===== src/hw/rtl/spdh_pkg.sv =====
// Shared types and constants of the shortest-path engine.
// No dependencies; the controller, datapath, top level and test files refer to it by scoped names.
package spdh_pkg;

    localparam int COST_W = 31;
    localparam int PRED_W = 7;
    localparam logic [COST_W-1:0] COST_INF = 31'h7FFF_FFFF;
    localparam logic signed [PRED_W-1:0] PRED_NONE = -7'sd1;

    typedef enum logic [1:0] {
        KIND_CLEAR = 2'd0,
        KIND_ADD   = 2'd1,
        KIND_RUN   = 2'd2
    } kind_t;

    typedef enum logic [4:0] {
        S_IDLE,
        S_ADD_RD,
        S_ADD_WR,
        S_INIT,
        S_PUSH_CHK,
        S_PUSH_CMP,
        S_LOOP,
        S_POP_RD0,
        S_POP_RDL,
        S_POP_KEY,
        S_SIFT_CHK,
        S_SIFT_L,
        S_SIFT_R,
        S_SIFT_DEC,
        S_VISIT,
        S_HEAD_GET,
        S_EDGE_CHK,
        S_EDGE_GET,
        S_BEST_GET,
        S_OUT_RD,
        S_OUT_LOAD,
        S_OUT_WAIT
    } state_t;

    typedef struct packed {
        state_t op;
        logic   in_ready;
    } cmd_t;

    typedef struct packed {
        logic  in_take;
        kind_t in_kind;
        logic  src_bad;
        logic  pos_zero;
        logic  key_lt_parent;
        logic  lc_in;
        logic  rc_in;
        logic  sift_stay;
        logic  u_skip;
        logic  e_null;
        logic  relax_push;
        logic  size_zero;
        logic  out_last;
        logic  out_taken;
    } stat_t;

endpackage


===== src/hw/rtl/spdh_ctrl.sv =====
// Sequencer of the shortest-path engine: walks add, heap, edge and result steps.
// Depends on spdh_pkg; drives commands into spdh_dp and reads its status.
module spdh_ctrl (
    input  logic            clk,
    input  logic            rst_n,
    input  spdh_pkg::stat_t stat,
    output spdh_pkg::cmd_t  cmd
);

    spdh_pkg::state_t state_reg;
    spdh_pkg::state_t state_next;

    always_ff @(posedge clk or negedge rst_n)
    begin
        if (!rst_n)
        begin
            state_reg <= spdh_pkg::S_IDLE;
        end
        else
        begin
            state_reg <= state_next;
        end
    end

    always_comb
    begin
        state_next   = state_reg;
        cmd.op       = state_reg;
        cmd.in_ready = (state_reg == spdh_pkg::S_IDLE);
        case (state_reg)
            spdh_pkg::S_IDLE:
            begin
                if (stat.in_take)
                begin
                    case (stat.in_kind)
                        spdh_pkg::KIND_ADD: state_next = spdh_pkg::S_ADD_RD;
                        spdh_pkg::KIND_RUN: state_next = spdh_pkg::S_INIT;
                        default:            state_next = spdh_pkg::S_IDLE;
                    endcase
                end
            end
            spdh_pkg::S_ADD_RD: state_next = spdh_pkg::S_ADD_WR;
            spdh_pkg::S_ADD_WR: state_next = spdh_pkg::S_IDLE;
            spdh_pkg::S_INIT:
            begin
                state_next = stat.src_bad ? spdh_pkg::S_OUT_RD : spdh_pkg::S_PUSH_CHK;
            end
            spdh_pkg::S_PUSH_CHK:
            begin
                state_next = stat.pos_zero ? spdh_pkg::S_EDGE_CHK : spdh_pkg::S_PUSH_CMP;
            end
            spdh_pkg::S_PUSH_CMP:
            begin
                state_next = stat.key_lt_parent ? spdh_pkg::S_PUSH_CHK : spdh_pkg::S_EDGE_CHK;
            end
            spdh_pkg::S_LOOP:
            begin
                state_next = stat.size_zero ? spdh_pkg::S_OUT_RD : spdh_pkg::S_POP_RD0;
            end
            spdh_pkg::S_POP_RD0: state_next = spdh_pkg::S_POP_RDL;
            spdh_pkg::S_POP_RDL: state_next = spdh_pkg::S_POP_KEY;
            spdh_pkg::S_POP_KEY: state_next = spdh_pkg::S_SIFT_CHK;
            spdh_pkg::S_SIFT_CHK:
            begin
                state_next = stat.lc_in ? spdh_pkg::S_SIFT_L : spdh_pkg::S_VISIT;
            end
            spdh_pkg::S_SIFT_L:
            begin
                state_next = stat.rc_in ? spdh_pkg::S_SIFT_R : spdh_pkg::S_SIFT_DEC;
            end
            spdh_pkg::S_SIFT_R: state_next = spdh_pkg::S_SIFT_DEC;
            spdh_pkg::S_SIFT_DEC:
            begin
                state_next = stat.sift_stay ? spdh_pkg::S_VISIT : spdh_pkg::S_SIFT_CHK;
            end
            spdh_pkg::S_VISIT:
            begin
                state_next = stat.u_skip ? spdh_pkg::S_LOOP : spdh_pkg::S_HEAD_GET;
            end
            spdh_pkg::S_HEAD_GET: state_next = spdh_pkg::S_EDGE_CHK;
            spdh_pkg::S_EDGE_CHK:
            begin
                state_next = stat.e_null ? spdh_pkg::S_LOOP : spdh_pkg::S_EDGE_GET;
            end
            spdh_pkg::S_EDGE_GET: state_next = spdh_pkg::S_BEST_GET;
            spdh_pkg::S_BEST_GET:
            begin
                state_next = stat.relax_push ? spdh_pkg::S_PUSH_CHK : spdh_pkg::S_EDGE_CHK;
            end
            spdh_pkg::S_OUT_RD:   state_next = spdh_pkg::S_OUT_LOAD;
            spdh_pkg::S_OUT_LOAD: state_next = spdh_pkg::S_OUT_WAIT;
            spdh_pkg::S_OUT_WAIT:
            begin
                if (stat.out_taken)
                begin
                    state_next = stat.out_last ? spdh_pkg::S_IDLE : spdh_pkg::S_OUT_RD;
                end
            end
            default: state_next = spdh_pkg::S_IDLE;
        endcase
    end

endmodule


===== config.mk =====
export PLATFORM = sky130hd
export DESIGN_NAME = spdh_ctrl
export DESIGN_NICKNAME = d
export VERILOG_FILES = /design/src/hw/rtl/spdh_pkg.sv /design/src/hw/rtl/spdh_ctrl.sv
export SDC_FILE = /design/constraint.sdc
export NUM_CORES = 1
export LEC_CHECK = 0
export BUFFER_PORTS_ARGS = -buffer_cell sky130_fd_sc_hd__buf_4
export CORE_AREA = 3 3 40 42
export DETAILED_ROUTE_END_ITERATION = 6
export DIE_AREA = 0 0 43 45
export PLACE_DENSITY = 0.79
export SLEW_MARGIN = 40
export SYNTH_ARGS = -nofsm -noshare
export SYNTH_HDL_FRONTEND = slang
export SYNTH_SLANG_ARGS = --single-unit

===== constraint.sdc =====
create_clock -name clk -period 5.2 [get_ports clk]
set_clock_uncertainty 0.15 [all_clocks]
set_input_delay 0 -clock clk [delete_from_list [all_inputs] [get_ports clk]]
set_output_delay 0 -clock clk [all_outputs]
set_load 0.02 [all_outputs]

==> metrics.md <==
| Metric | Value |
|---|---|
| Endpoints failing hold | 0 |
| Dpl hpwl | 1390 um |
| Global-route wire length before repair | 3310 um |
| Top cells by area, synth | dfrtp_1 19%, nor2b_1 5.7%, a21oi_1 4.6% |
| Vias in the first global route | 729 |
| Dominant cell type by area after synthesis | dfrtp_1 |
| Yosys top cell area share | 19.1% |
| Setup Viol. Count Final | 0 |
| Yosys Warn Count | 0 |
| Clock transition at the registers of the reported paths | 0.04 ns |
| Initial antenna violation count | 0 |
| Leak | 0.382 nW |
| Die W | 43 um |
| DR iter-0 viols | 40 |
| Final Cycle Share | 38.3% |
| Input/output buffers | 22 |
| Post-placement cell area | 792 um2 |
| VDD IR max | 0.321 mV |
| Post-synth EDFFs | 0 |
| Req. time, crit path | 5.23 ns |
| Max transition margin | 51.0% |
| Mapped Cells | 90 |
| Netlist cell types | 41 |
| Max Cap Violations | 0 |
| 1st-pass router iterations | 4 |
| DR vias/cell | 6.44 |
| Nets@finish | 130 |
| Clk buf depth | 2 |
| Setup TNS Final | 0 ns |
| Gr usage total | 22.6% |
| Largest net degree at the start of global routing | 26 |
| Worst-margin pin slew | 0.735 ns |
| Pins Over Slew Limit | 0 |
| RePlAce Congestion | 0.854 |
| Status | finished, final reports clean |
| CTS root buffer | clkbuf_4 |
| Post-synthesis cell area | 654 um2 |
| H-tree levels | 1 |
| Slack of the critical path | 3.21 ns |
| GRT overflow | 0 |
| Largest register FFs | 5 |
| WP data arrival | 2.02 ns |
| Fin area | 858 um2 |
| Tightest Hold Check Type | in2reg |
| Wire length per cell | 15.6 um |
| Synthesized area per cell | 7.27 um2 |
| Crit path capture type | flop |
| Post-synth net total | 108 |
| Ant diodes | 0 |
| Tmin final | 1.99 ns |
| Pre-CTS setup slack | 3.24 ns |
| Achievable frequency | 0.502 GHz |
| Routed wire length | 1970 um |
| Vias | 811 |
| Io pins | 23 |
| Filler Cell Count | 110 |
| Count leader, synth | nand2_1 |
| Setup crit start kind | flop |
| Total power | 361 uW |
| Die ar. | 0.00194 mm2 |
| Synthesis-to-finish area growth | 31.2% |
| Seq/Total Area, Yosys | 19.1% |
| CP Max Fanout | 25 |
| Initial Utilization | 50.9% |
| Clock Latency Late Sink | 0.24 ns |
| DRC | 0 |
| Main flop type after synthesis | dfrtp_1 |
| Row count | 13 |
| P per Cell Area | 420 mW/mm2 |
| Synth cell count leaders | 7 x nand2_1, 6 x a21oi_1, 6 x nor2_1, 6 x nor2b_1 |
| Classification of the worst setup path | reg2reg |
| Routed Antenna Nets | 0 |
| RSZ-0062 raised after global routing | false |
| # clock sinks | 5 |
| Core Area | 0.00128 mm2 |
| Height of the die | 45 um |
| CTS buffer count | 3 |
| Synth async-reset ratio | 100% |
| Register bit total from synthesis | 5 |
| Postcts setup bufs | 0 |
| Share of cells above drive strength 1 | 25.2% |
| CTS tree | yes |
-- stage by stage --
step	hold WS (ns)	utilization, %	std cells
floorplan	-0.446	-	90
global route	0.0761	66.8	126
CTS	0.0566	66.8	126
global placement	-0.344	61.6	118
detailed placement	-0.344	61.6	118
finish	0.0548	66.8	126
-- layer usage --
layer / vias to the layer above / global-route usage (%) / wire length [um]
met2: 49 / 37.1 / 981
met4: 0 / 6.63 / 0
li1: 385 / - / -
met1: 377 / 29.5 / 790
met5: - / 0 / 0
met3: 0 / 5.58 / 194
-- kinds of logic after synthesis --
| kind of cell | Yosys count | share of synthesized area (%) |
|---|---|---|
| simple gates | 42 | 38.1 |
| compound gates | 27 | 29.6 |
| buf+inv | 14 | 9.94 |
| flops | 5 | 19.1 |
| xor+xnor | 1 | 1.34 |
| fa+ha+maj | 1 | 1.91 |
-- timing repair --
item,CTS,global route
hold buffers,4,0
hold endpoints to repair,7,0
resized for setup,0,0
-- critical path, cell delays in order, from the launching register on --
cell	delay, ns
dfrtp_1	0.64
or3_4	0.46
o311ai_0	0.46
o32a_2	0.22
-- area by class of cell --
| cell class | instances | area [um2] | share of cell area [%] |
|---|---|---|---|
| Timing Repair Buffer | 26 | 205 | 23.9 |
| Inverter | 5 | 18.8 | 2.19 |
| Clock buffer | 4 | 26.3 | 3.06 |
| Tap cell | 15 | 18.8 | 2.19 |
| Multi-Input combinational cell | 71 | 464 | 54.1 |
| Sequential cell | 5 | 125 | 14.6 |
-- power breakdown --
| group | internal (mW) | switching, mW | total (mW) |
|---|---|---|---|
| clock network | 0.0290 | 0.0157 | 0.0447 |
| logic | 0.105 | 0.0993 | 0.204 |
| registers | 0.0503 | 0.0613 | 0.112 |
-- layout by cell type (no fill, tap or decap), types with 2 or more instances in the layout --
master,synthesis,layout
buf_4,0,22
nand2_1,7,7
a21oi_1,6,6
nor2_1,6,6
nor2b_1,6,6
inv_1,5,5
dfrtp_1,5,5
or4_1,4,4
dlygate4sd3_1,0,4
o211ai_1,3,3
nand2b_1,3,3
o21ai_0,3,3
clkbuf_4,0,3
nor3_1,2,2
nand4b_1,2,2
nand3_1,2,2
o2111ai_1,2,2
nand4_1,2,2
-- path summary, 6_finish.rpt --
check / startpoint / to / slack, ns / cells after the start
worst max register to register: state_reg[0]$_DFFE_PN0P_ / state_reg[0]$_DFFE_PN0P_ / 3.21 / 3
min in group asynchronous: rst_n / state_reg[0]$_DFFE_PN0P_ / 0.59 / 3
worst min-delay path: stat[3] / state_reg[4]$_DFFE_PN0P_ / 0.05 / 4
worst max-delay path: state_reg[0]$_DFFE_PN0P_ / state_reg[0]$_DFFE_PN0P_ / 3.21 / 3
max in group asynchronous: rst_n / state_reg[3]$_DFFE_PN0P_ / 4.08 / 3
worst min register to register: state_reg[4]$_DFFE_PN0P_ / state_reg[3]$_DFFE_PN0P_ / 0.65 / 1
(Power assumes the default switching activity.)
